--- src/rtl/core/gbn_pkg.sv ---
// Shared types, constants and helper functions of the Go-Back-N sender window.
package gbn_pkg;

  localparam int WINDOW       = 4;
  localparam int SEQ_SPACE    = 8;
  localparam int PAYLOAD_BITS = 32;

  localparam int SEQ_W  = $clog2(SEQ_SPACE);
  localparam int RING_W = (WINDOW > 1) ? $clog2(WINDOW) : 1;
  localparam int CNT_W  = $clog2(WINDOW + 1);
  localparam int CMP_W  = (SEQ_W > CNT_W) ? SEQ_W : CNT_W;

  localparam int QUEUE_DEPTH = 2;
  localparam int QPTR_W      = $clog2(QUEUE_DEPTH);
  localparam int QCNT_W      = $clog2(QUEUE_DEPTH + 1);

  typedef logic [SEQ_W-1:0]        seq_t;
  typedef logic [RING_W-1:0]       ring_idx_t;
  typedef logic [CNT_W-1:0]        count_t;
  typedef logic [PAYLOAD_BITS-1:0] payload_t;

  typedef enum logic [1:0] {
    OP_SEND    = 2'd0,
    OP_ACK     = 2'd1,
    OP_TIMEOUT = 2'd2
  } op_t;

  typedef enum logic [2:0] {
    ST_SENT     = 3'd0,
    ST_FULL     = 3'd1,
    ST_ACK_OK   = 3'd2,
    ST_ACK_DROP = 3'd3,
    ST_RETX     = 3'd4,
    ST_BAD_TO   = 3'd5
  } status_t;

  typedef enum logic [1:0] {
    BK_IDLE,
    BK_READ,
    BK_EMIT
  } bk_state_t;

  typedef struct packed {
    op_t      op;
    payload_t payload;
    seq_t     ack_num;
    logic     ack_intact;
    seq_t     timed_out_seq;
  } gbn_in_t;

  typedef struct packed {
    status_t  status;
    logic     pkt_valid;
    seq_t     pkt_seq;
    payload_t pkt_payload;
    logic     timer_stop;
    seq_t     stop_seq;
    logic     timer_start;
    seq_t     start_seq;
    logic     window_full;
    logic     last;
  } gbn_out_t;

  // One command from the front end to the back end. Single-result items carry
  // their finished result; a retransmit burst carries its base, ring start and
  // length. A send also writes its payload into the ring at slot.
  typedef struct packed {
    logic      retx;
    logic      ring_wr;
    ring_idx_t slot;
    count_t    cnt;
    seq_t      base;
    gbn_out_t  res;
  } gbn_cmd_t;

  // Sequence number plus one, modulo the sequence space.
  function automatic seq_t seq_inc(input seq_t s);
    if (s == SEQ_W'(SEQ_SPACE - 1)) begin
      return '0;
    end
    return s + SEQ_W'(1);
  endfunction

  // Ring index plus an offset of at most WINDOW, modulo WINDOW.
  function automatic ring_idx_t ring_add(input ring_idx_t a, input count_t b);
    logic [CNT_W:0] sum;
    sum = (CNT_W + 1)'(a) + (CNT_W + 1)'(b);
    if (sum >= (CNT_W + 1)'(WINDOW)) begin
      sum = sum - (CNT_W + 1)'(WINDOW);
    end
    return sum[RING_W-1:0];
  endfunction

endpackage

--- src/rtl/core/go_back_n_sender_window_unit.sv ---
// Top level of the Go-Back-N sender window: front end, command queue, back end.
//
//   Channel   Direction  Handshake             Payload
//   in_*      input      in_valid / in_stall   gbn_in_t  (op, payload, ack, timeout seq)
//   out_*     output     out_valid / out_stall gbn_out_t (status, packet, timer, flags)
//
// Sends, acks and rejected items produce one result each and sustain one
// transaction per cycle through the front end, the two-entry queue and the
// output register while out_stall is low and no retransmit burst holds the
// back end. Such a result enters the queue at the edge that accepts its item
// and is loaded from the queue head into the output register. A timeout burst
// of N retransmissions takes the command, then for each packet fetches from
// the registered read port of the payload ring and emits into the output register.
// Reset (rst_n low, synchronous) sets the base and next sequence number to one,
// empties the window, the queue and the output register; the payload ring is
// not cleared. in_stall rises only when the command queue is full, and a high
// out_stall holds the output register and, behind it, the back end.
module go_back_n_sender_window_unit import gbn_pkg::*; (
  input  logic     clk,
  input  logic     rst_n,
  input  logic     in_valid,
  output logic     in_stall,
  input  gbn_in_t  in_data,
  output logic     out_valid,
  input  logic     out_stall,
  output gbn_out_t out_data
);

  // Commands flow from the front end through the queue to the back end.
  logic     q_push;
  logic     q_full;
  gbn_cmd_t q_push_cmd;
  logic     q_pop;
  logic     q_not_empty;
  gbn_cmd_t q_head_cmd;

  // The front end owns the window state: it decides every outcome at accept
  // time, so the back end only replays results and writes and reads the payload ring.
  gbn_front u_front (
    .clk      (clk),
    .rst_n    (rst_n),
    .in_valid (in_valid),
    .in_stall (in_stall),
    .in_data  (in_data),
    .q_full   (q_full),
    .q_push   (q_push),
    .q_cmd    (q_push_cmd)
  );

  gbn_cmd_queue u_queue (
    .clk       (clk),
    .rst_n     (rst_n),
    .push      (q_push),
    .push_cmd  (q_push_cmd),
    .full      (q_full),
    .pop       (q_pop),
    .not_empty (q_not_empty),
    .head_cmd  (q_head_cmd)
  );

  // The ring is written and read only by the back end, in command order, so a
  // later send can never overwrite a payload that an earlier timeout replays.
  gbn_back u_back (
    .clk         (clk),
    .rst_n       (rst_n),
    .q_not_empty (q_not_empty),
    .q_cmd       (q_head_cmd),
    .q_pop       (q_pop),
    .out_valid   (out_valid),
    .out_stall   (out_stall),
    .out_data    (out_data)
  );

endmodule

--- src/rtl/core/gbn_front.sv ---
// Front end: accepts items, tracks the window state and issues commands.
module gbn_front import gbn_pkg::*; (
  input  logic     clk,
  input  logic     rst_n,
  input  logic     in_valid,
  output logic     in_stall,
  input  gbn_in_t  in_data,
  input  logic     q_full,
  output logic     q_push,
  output gbn_cmd_t q_cmd
);

  seq_t      base_r, base_nxt;
  seq_t      next_seq_r, next_seq_nxt;
  count_t    cnt_r, cnt_nxt;
  ring_idx_t head_r, head_nxt;
  logic      wait_r, wait_nxt;

  seq_t   offset;
  count_t freed;
  count_t cnt_after;
  seq_t   new_base;

  assign in_stall = q_full;
  assign q_push   = in_valid && !q_full;

  always_comb begin
    base_nxt     = base_r;
    next_seq_nxt = next_seq_r;
    cnt_nxt      = cnt_r;
    head_nxt     = head_r;
    wait_nxt     = wait_r;

    // Distance of the acknowledged number from the base, modulo the space.
    if (in_data.ack_num >= base_r) begin
      offset = in_data.ack_num - base_r;
    end else begin
      offset = SEQ_W'((SEQ_W + 1)'(in_data.ack_num) + (SEQ_W + 1)'(SEQ_SPACE)
                      - (SEQ_W + 1)'(base_r));
    end
    freed     = CNT_W'(offset) + CNT_W'(1);
    cnt_after = cnt_r - freed;
    new_base  = seq_inc(in_data.ack_num);

    q_cmd                 = '0;
    q_cmd.res.status      = ST_ACK_DROP;
    q_cmd.res.window_full = wait_r;
    q_cmd.res.last        = 1'b1;

    case (in_data.op)
      OP_SEND: begin
        if (cnt_r >= CNT_W'(WINDOW)) begin
          q_cmd.res.status = ST_FULL;
        end else begin
          next_seq_nxt          = seq_inc(next_seq_r);
          cnt_nxt               = cnt_r + CNT_W'(1);
          wait_nxt              = (cnt_nxt >= CNT_W'(WINDOW));
          q_cmd.ring_wr         = 1'b1;
          q_cmd.slot            = ring_add(head_r, cnt_r);
          q_cmd.res.status      = ST_SENT;
          q_cmd.res.pkt_valid   = 1'b1;
          q_cmd.res.pkt_seq     = next_seq_r;
          q_cmd.res.pkt_payload = in_data.payload;
          q_cmd.res.timer_start = (cnt_r == '0);
          q_cmd.res.start_seq   = (cnt_r == '0) ? next_seq_r : '0;
          q_cmd.res.window_full = wait_nxt;
        end
      end
      OP_ACK: begin
        if (in_data.ack_intact && cnt_r != '0 && CMP_W'(offset) < CMP_W'(cnt_r)) begin
          base_nxt              = new_base;
          head_nxt              = ring_add(head_r, freed);
          cnt_nxt               = cnt_after;
          wait_nxt              = 1'b0;
          q_cmd.res.status      = ST_ACK_OK;
          q_cmd.res.timer_stop  = 1'b1;
          q_cmd.res.stop_seq    = base_r;
          q_cmd.res.timer_start = (cnt_after != '0);
          q_cmd.res.start_seq   = (cnt_after != '0) ? new_base : '0;
          q_cmd.res.window_full = 1'b0;
        end
      end
      OP_TIMEOUT: begin
        if (in_data.timed_out_seq == base_r && cnt_r != '0) begin
          q_cmd.retx = 1'b1;
          q_cmd.slot = head_r;
          q_cmd.cnt  = cnt_r;
          q_cmd.base = base_r;
        end else begin
          q_cmd.res.status = ST_BAD_TO;
        end
      end
      default: begin
        q_cmd.res.status = ST_ACK_DROP;
      end
    endcase
  end

  always_ff @(posedge clk) begin
    if (!rst_n) begin
      base_r     <= SEQ_W'(1 % SEQ_SPACE);
      next_seq_r <= SEQ_W'(1 % SEQ_SPACE);
      cnt_r      <= '0;
      head_r     <= '0;
      wait_r     <= 1'b0;
    end else if (q_push) begin
      base_r     <= base_nxt;
      next_seq_r <= next_seq_nxt;
      cnt_r      <= cnt_nxt;
      head_r     <= head_nxt;
      wait_r     <= wait_nxt;
    end
  end

endmodule

--- src/rtl/core/gbn_cmd_queue.sv ---
// Short command queue between the front end and the back end.
module gbn_cmd_queue import gbn_pkg::*; (
  input  logic     clk,
  input  logic     rst_n,
  input  logic     push,
  input  gbn_cmd_t push_cmd,
  output logic     full,
  input  logic     pop,
  output logic     not_empty,
  output gbn_cmd_t head_cmd
);

  gbn_cmd_t          entry_r [QUEUE_DEPTH];
  logic [QPTR_W-1:0] wr_ptr_r, rd_ptr_r;
  logic [QCNT_W-1:0] fill_r;

  logic do_push, do_pop;

  assign full      = (fill_r == QCNT_W'(QUEUE_DEPTH));
  assign not_empty = (fill_r != '0);
  assign head_cmd  = entry_r[rd_ptr_r];
  assign do_push   = push && !full;
  assign do_pop    = pop && not_empty;

  function automatic logic [QPTR_W-1:0] ptr_inc(input logic [QPTR_W-1:0] p);
    if (p == QPTR_W'(QUEUE_DEPTH - 1)) begin
      return '0;
    end
    return p + QPTR_W'(1);
  endfunction

  always_ff @(posedge clk) begin
    if (do_push) begin
      entry_r[wr_ptr_r] <= push_cmd;
    end
  end

  always_ff @(posedge clk) begin
    if (!rst_n) begin
      wr_ptr_r <= '0;
      rd_ptr_r <= '0;
      fill_r   <= '0;
    end else begin
      if (do_push) begin
        wr_ptr_r <= ptr_inc(wr_ptr_r);
      end
      if (do_pop) begin
        rd_ptr_r <= ptr_inc(rd_ptr_r);
      end
      if (do_push && !do_pop) begin
        fill_r <= fill_r + QCNT_W'(1);
      end else if (do_pop && !do_push) begin
        fill_r <= fill_r - QCNT_W'(1);
      end
    end
  end

endmodule

--- src/rtl/core/gbn_back.sv ---
// Back end: payload ring, retransmit sequencer and output register.
module gbn_back import gbn_pkg::*; (
  input  logic     clk,
  input  logic     rst_n,
  input  logic     q_not_empty,
  input  gbn_cmd_t q_cmd,
  output logic     q_pop,
  output logic     out_valid,
  input  logic     out_stall,
  output gbn_out_t out_data
);

  payload_t ring_mem [WINDOW];
  payload_t rdata_r;

  bk_state_t state_r, state_nxt;
  ring_idx_t idx_r, idx_nxt;
  seq_t      seq_r, seq_nxt;
  seq_t      base_r, base_nxt;
  count_t    rem_r, rem_nxt;
  logic      first_r, first_nxt;
  logic      wf_r, wf_nxt;

  logic     out_valid_r;
  gbn_out_t out_data_r;

  logic     load_ok;
  logic     load;
  gbn_out_t load_data;
  logic     mem_we;

  assign load_ok   = !out_valid_r || !out_stall;
  assign out_valid = out_valid_r;
  assign out_data  = out_data_r;

  always_comb begin
    state_nxt = state_r;
    idx_nxt   = idx_r;
    seq_nxt   = seq_r;
    base_nxt  = base_r;
    rem_nxt   = rem_r;
    first_nxt = first_r;
    wf_nxt    = wf_r;
    q_pop     = 1'b0;
    load      = 1'b0;
    load_data = q_cmd.res;
    mem_we    = 1'b0;

    case (state_r)
      BK_IDLE: begin
        if (q_not_empty) begin
          if (q_cmd.retx) begin
            q_pop     = 1'b1;
            idx_nxt   = q_cmd.slot;
            seq_nxt   = q_cmd.base;
            base_nxt  = q_cmd.base;
            rem_nxt   = q_cmd.cnt;
            first_nxt = 1'b1;
            wf_nxt    = q_cmd.res.window_full;
            state_nxt = BK_READ;
          end else if (load_ok) begin
            q_pop  = 1'b1;
            load   = 1'b1;
            mem_we = q_cmd.ring_wr;
          end
        end
      end
      BK_READ: begin
        state_nxt = BK_EMIT;
      end
      BK_EMIT: begin
        load_data             = '0;
        load_data.status      = ST_RETX;
        load_data.pkt_valid   = 1'b1;
        load_data.pkt_seq     = seq_r;
        load_data.pkt_payload = rdata_r;
        load_data.timer_stop  = first_r;
        load_data.stop_seq    = first_r ? base_r : '0;
        load_data.timer_start = first_r;
        load_data.start_seq   = first_r ? base_r : '0;
        load_data.window_full = wf_r;
        load_data.last        = (rem_r == CNT_W'(1));
        if (load_ok) begin
          load      = 1'b1;
          first_nxt = 1'b0;
          rem_nxt   = rem_r - CNT_W'(1);
          idx_nxt   = ring_add(idx_r, CNT_W'(1));
          seq_nxt   = seq_inc(seq_r);
          state_nxt = (rem_r == CNT_W'(1)) ? BK_IDLE : BK_READ;
        end
      end
      default: begin
        state_nxt = BK_IDLE;
      end
    endcase
  end

  always_ff @(posedge clk) begin
    if (mem_we) begin
      ring_mem[q_cmd.slot] <= q_cmd.res.pkt_payload;
    end
    rdata_r <= ring_mem[idx_r];
  end

  always_ff @(posedge clk) begin
    if (!rst_n) begin
      state_r     <= BK_IDLE;
      out_valid_r <= 1'b0;
    end else begin
      state_r     <= state_nxt;
      out_valid_r <= load || (out_valid_r && out_stall);
    end
  end

  always_ff @(posedge clk) begin
    idx_r   <= idx_nxt;
    seq_r   <= seq_nxt;
    base_r  <= base_nxt;
    rem_r   <= rem_nxt;
    first_r <= first_nxt;
    wf_r    <= wf_nxt;
    if (load) begin
      out_data_r <= load_data;
    end
  end

endmodule

--- config.mk ---
export PLATFORM = sky130hd
export DESIGN_NAME = go_back_n_sender_window_unit
export DESIGN_NICKNAME = d
export VERILOG_FILES = /design/src/rtl/core/gbn_pkg.sv /design/src/rtl/core/go_back_n_sender_window_unit.sv /design/src/rtl/core/gbn_front.sv /design/src/rtl/core/gbn_cmd_queue.sv /design/src/rtl/core/gbn_back.sv
export SDC_FILE = /design/constraint.sdc
export NUM_CORES = 1
export LEC_CHECK = 0
export ABC_AREA = 1
export ABC_CLOCK_PERIOD_IN_PS = 10900
export BUFFER_PORTS_ARGS = -buffer_cell sky130_fd_sc_hd__buf_2
export CAP_MARGIN = 0
export CORE_MARGIN = 2
export CORE_UTILIZATION = 65
export DETAILED_ROUTE_END_ITERATION = 16
export PLACE_DENSITY = 0.85
export SYNTH_ARGS = -nofsm -noshare
export SYNTH_HDL_FRONTEND = slang
export SYNTH_HIERARCHICAL = 1
export SYNTH_SLANG_ARGS = --single-unit
--- constraint.sdc ---
create_clock -name clk -period 10.9 [get_ports clk]
set_input_delay 1.635 -clock clk [delete_from_list [all_inputs] [get_ports clk]]
set_output_delay 1.635 -clock clk [all_outputs]
set_load 0.02 [all_outputs]
==> metrics, run 1 <==
Site Rows 54; pins over their slew limit 0; Clk Latency, worst-skew pair 0.51 ns; outcome finished clean; Avg Inst Size Synth 13.0 um^2; Fin Setup TNS 0 ns; Root Driver clkbuf_16; Routed WL per cell 19.5 um; largest net degree at the start of global routing 66; chip height 152 um; die area 0.0232 mm^2; via count 8797; Worst Hold Class flop to flop; Max Cap Viol 0; nature of the critical path endpoint flop; Worst EP arrival 4.02 ns; drt total wl 29300 um; total of warnings raised by yosys 6; Num CTS Buffers 36; crit path buf inv count 6; global-route wire length before repair 46400 um; clock tree buffer depth 3; htree depth 2; I/O Pins 96; post-cts hold buffer count 0; normalized max-slew margin 21.8%; area of the mapped netlist 0.0143 mm^2; core footprint 0.0217 mm^2; Worst setup SP type input port; final setup violation count 0; Setup Fix Bufs, Post-CTS 0; Clock Skew 0.0209 ns; drt first-iter violations 755; Via density 5.83; vias in the first global route 9158; Detailed Routing Iterations Pass 1 5; GRT overflow 0; Critical Path Most Common Cell nand2_1; clock-pin transition on the worst setup and hold timing paths 0.06 ns; most common cell after layout, fill and taps aside edfxtp_1; global placement routability congestion 0.858; proportion of layout cells with a drive suffix above 1 20.8%; IO Port Bufs 95; Fin. Hold Viols 0; Unique masters post-synth 40; antenna viol nets, final 0; Peak VDD IR 0.202 mV; Period Utilization, post-route 34.7%; Layout area overhead 12.4%; Max Clk Rate 264 MHz; initial core utilization 65.9%; worst-path cell chain buf_2 > inv_1 > ha_1 > inv_1 > fa_1 > ha_1 > inv_1 > fa_1 > inv_1 > nand2_1 > nand2_1 > nand2_1 > nand2_1 > inv_2 > nand2_2 > nand4_2 > nand3_1 > nand2_1; Syn Nets 1169; kind of critical path input port to flop; # DRC 0; CTS tree yes; Synth Instances 1103; leak pwr 0.00624 uW; commonest cells after routing, fill and taps aside edfxtp_1 (308), nand2_1 (227), nor2_1 (127); final net count 1266; register area share after synthesis 72.0%; gr usage total 25.3%; fillcell total 1246; worst endpoint required time 11.13 ns; Yosys reg bits 360; n_diodes 0; fin crit period 3.78 ns; Slowest-stage cell, CP fa_1; post-CTS sizing 0; critical path peak fanout 4; Die Wd 152 um; RSZ-0062 raised after global routing no; worst hold margin 0.499 ns; Detail Placement HPWL 16400 um; Sink Count 360; Cell Pwr Density 263 mW/mm^2; Crit path max-delay family adder cells; initial antenna violation count 0; Max stage delay on crit path 0.43 ns; Slew @ Worst Pin 1.17 ns
## state kept, by name (all words and copies together), names as in the netlist, 2 cells and up, named ones only
signal	cells
u_front/cnt_r	3
u_queue/fill_r	2
u_back/idx_r	2
u_back/state_r	2
u_back/out_data	49
u_front/base_r	3
u_queue/entry_r	118
u_back/rdata_r	32
u_front/head_r	2
u_back/ring_mem	128
u_back/base_r	3
u_front/next_seq_r	3
u_back/rem_r	3
u_back/seq_r	3
## per-stage QoR
step	total power (uW)	worst slack, ns	util [%]	area (um^2)	std cells
2_1_floorplan	2760	5.86	-	14300	1103
3_3_place_gp	3000	6.70	68.9	14900	1442
3_5_place_dp	3060	6.62	68.9	14900	1442
4_1_cts	4230	7.13	74.1	16100	1508
5_1_grt	4400	6.95	74.1	16100	1508
6_report	4220	7.12	74.1	16100	1508
## tightest hold or removal path, cell delays in order, from the launching register on
cell	delay, ns
edfxtp_1	0.32
nor2_1	0.04
o22ai_1	0.10
## Yosys cell counts, drive strengths merged
cell    instances  area, um^2
o22ai          32         200
conb            1        3.75
clkbuf         11        41.3
nand2         232         881
o31ai           1        7.51
o21ai          92         460
o211ai          2        20.0
nor3            6        35.0
inv            66         250
nor2          137         568
dfxtp          52        1040
buf            37         268
nand3          17        97.6
or2             3        18.8
xnor2           5        43.8
nand4           2        18.8
edfxtp        308        9250
a21oi          14        73.8
mux2           59         702
fa              2        40.0
xor2            3        26.3
ha             19         238
o21a            2        15.0
## where the power goes
group	leakage [uW]	internal, uW	switching, uW
logic	0.00239	314	728
registers	0.00330	1930	85.7
clock network	0.000554	679	488
total	0.00624	2920	1300
## path summary, 6_finish.rpt
path,endpoint,depth (start not counted),slack (ns),start
setup reg to reg,u_back/ring_mem[0][28],6,7.91,flop
hold reg to reg,u_back/rdata_r[9],2,0.50,u_back/ring_mem[0][9]
hold / removal,u_back/rdata_r[9],2,0.50,u_back/ring_mem[0][9]
setup / recovery,u_queue/entry_r[1][2],18,7.12,in_data[4]
## layout make-up
| type | instances | area [um^2] | area share [%] |
|---|---|---|---|
| clock inverter | 13 | 93.8 | 0.584 |
| clock buffer | 53 | 1030 | 6.38 |
| tap | 280 | 350 | 2.18 |
| sequential | 360 | 10300 | 64.0 |
| inverter | 66 | 250 | 1.56 |
| multi-input combinational | 629 | 3490 | 21.7 |
| timing repair buffer | 107 | 566 | 3.52 |
## kinds of logic (layout without fill, tap and decap cells)
group	count (synthesis)	in the layout	share of synthesized area, %
XOR/XNOR	8	8	0.490
AO/OA/AOI/OAI	143	143	5.43
multiplexers	59	59	4.91
buffers and inverters	114	239	3.91
flip-flops	360	360	72.0
AND/OR/NAND/NOR	397	397	11.3
adder cells (fa/ha/maj)	21	21	1.94
other	1	1	0.0262
## routing by layer
layer  GRT usage (%)  vias to the layer above  share of wire, %
met5               0                        -                 0
met4            11.1                        0               3.1
met3            4.35                       77               7.2
met2            44.0                      414                51
met1            31.5                     4259                38
li1                -                     4047                 -
No activity file was read; power rests on OpenSTA's default activity.
==> run 2: changes to the inputs <==
--- a/config.mk
+++ b/config.mk
@@ -6,13 +6,13 @@
 export NUM_CORES = 1
 export LEC_CHECK = 0
 export ABC_AREA = 1
-export ABC_CLOCK_PERIOD_IN_PS = 10900
+export ABC_CLOCK_PERIOD_IN_PS = 3400
 export BUFFER_PORTS_ARGS = -buffer_cell sky130_fd_sc_hd__buf_2
 export CAP_MARGIN = 0
 export CORE_MARGIN = 2
-export CORE_UTILIZATION = 65
+export CORE_UTILIZATION = 54
 export DETAILED_ROUTE_END_ITERATION = 16
-export PLACE_DENSITY = 0.85
+export PLACE_DENSITY = 0.75
 export SYNTH_ARGS = -nofsm -noshare
 export SYNTH_HDL_FRONTEND = slang
 export SYNTH_HIERARCHICAL = 1
==> constraint.sdc (replaced) <==
create_clock -name clk -period 3.4 [get_ports clk]
set_input_delay 0.51 -clock clk [delete_from_list [all_inputs] [get_ports clk]]
set_output_delay 0.51 -clock clk [all_outputs]
set_load 0.02 [all_outputs]
==> run 2 against run 1 <==
Effect of this change:
- utilization down 12 points
- power grew to 3.2 times the previous value
- setup slack worse by 6.5 ns
- sequential share of layout area shrank 0.84 points
- critical path type is now flop to flop
- highest routed layer unchanged
==> metrics, run 2 (synthesized netlist as in run 1, its figures left out) <==
Post-Layout Cell Count 1568; Site Rows 59; Setup Fix Bufs, Post-CTS 0; Die Wd 167 um; die area 0.0278 mm^2; Final Power 13700 uW; fin util 62.5%; nature of the critical path endpoint flop; Detail Placement HPWL 17300 um; crit path buf inv count 4; Root Driver clkbuf_16; Worst Hold Class input port to flop; core footprint 0.0261 mm^2; Cell Pwr Density 839 mW/mm^2; worst-path cell chain ha_1 > inv_1 > fa_1 > ha_1 > inv_1 > fa_1 > inv_1 > nand2_1 > nand2_1 > nand2_1 > nand2_1 > inv_2 > nand2_2 > nand4_2 > nand2_1 > o21ai_1; initial antenna violation count 0; n_diodes 0; post-cts hold buffer count 0; normalized max-slew margin 24.2%; Num CTS Buffers 37; drt total wl 29200 um; post-CTS sizing 0; Critical Path Most Common Cell nand2_1; max reg flops 128; placed cell areas 0.0151 mm^2; I/O Pins 96; htree depth 2; global-route wire length before repair 46500 um; # DRC 0; proportion of layout cells with a drive suffix above 1 21.0%; post-route cell area 0.0163 mm^2; via count 8547; Sink Count 360; kind of critical path flop to flop; largest net degree at the start of global routing 66; Routed WL per cell 18.6 um; worst hold margin 0.361 ns; leak pwr 0.00630 uW; GRT overflow 0; global placement routability congestion 0.824; Via density 5.45; Worst setup SP type flop; Clock Skew 0.0132 ns; Max stage delay on crit path 0.47 ns; initial core utilization 54.9%; drt first-iter violations 684; Cells after DPL 1502; Worst EP arrival 3.06 ns; Slew @ Worst Pin 1.14 ns; final setup violation count 0; gr usage total 21.3%; final net count 1272; pins over their slew limit 0; most common cell after layout, fill and taps aside edfxtp_1; Slowest-stage cell, CP fa_1; CTS tree yes; Max Cap Viol 0; critical path peak fanout 4; RSZ-0062 raised after global routing no; commonest cells after routing, fill and taps aside edfxtp_1 (308), nand2_1 (227), nor2_1 (127); Fin. Hold Viols 0; Detailed Routing Iterations Pass 1 5; chip height 167 um; worst endpoint required time 3.65 ns; Period Utilization, post-route 82.7%; fin crit period 2.81 ns; clock-pin transition on the worst setup and hold timing paths 0.06 ns; vias in the first global route 8802; clock tree buffer depth 3; Peak VDD IR 0.585 mV; IO Port Bufs 95; Crit path max-delay family adder cells; Biggest register u_back/ring_mem; outcome finished clean; antenna viol nets, final 0; Clk Latency, worst-skew pair 0.51 ns; Max Clk Rate 356 MHz; Layout area overhead 13.9%
[run 2: cell count changes in the layout (fill, tap and decap cells not counted), sizes merged]
| cell | change |
|---|---|
| buf | +5 |
| clkbuf | +2 |
| clkinv | -2 |
[run 2: area by class of cell]
cell class	count	area (um^2)
Sequential cell	360	10300
Fill cell	1903	9780
Multi-Input combinational cell	629	3520
Clock buffer	55	1070
Timing Repair Buffer	112	653
Tap cell	335	419
Inverter	66	250
Clock inverter	11	85.1
[run 2: through the flow]
step                      TNS (ns)  setup slack, ns
after global routing             0            0.367
after CTS                        0            0.594
after detailed placement         0            0.285
after floorplan             -61.10           -0.518
final                            0            0.589
after global placement           0            0.323
[run 2: layer usage]
metal / track usage (%) / part of all wire, % / vias to the layer above
li1: - / - / 4049
met1: 28.9 / 42 / 4167
met2: 35.8 / 50 / 277
met3: 3.37 / 6.2 / 54
met4: 6.45 / 2.1 / 0
met5: 0 / 0 / -
[run 2: power breakdown]
part / switching [uW] / total (uW) / internal, uW
Combinational: 2320 / 3370 / 1050
Clock: 1570 / 3820 / 2250
Sequential: 306 / 6470 / 6170
Total: 4200 / 13700 / 9470
[run 2: tightest hold or removal path, delay by kind of cell]
| family | cells | cell delay (ns) |
|---|---|---|
| buf+inv | 1 | 0.07 |
| simple gates | 2 | 0.16 |
[run 2: final timing paths]
kind / startpoint / end / slack, ns / depth (start not counted)
max reg2reg: u_front/base_r[0] / u_queue/entry_r[1][5] / 0.59 / 16
min reg2reg: u_front/wait_r / u_front/wait_r / 0.47 / 2
max: u_front/base_r[0] / u_queue/entry_r[1][5] / 0.59 / 16
min: in_data[24] / u_queue/entry_r[1][27] / 0.36 / 3
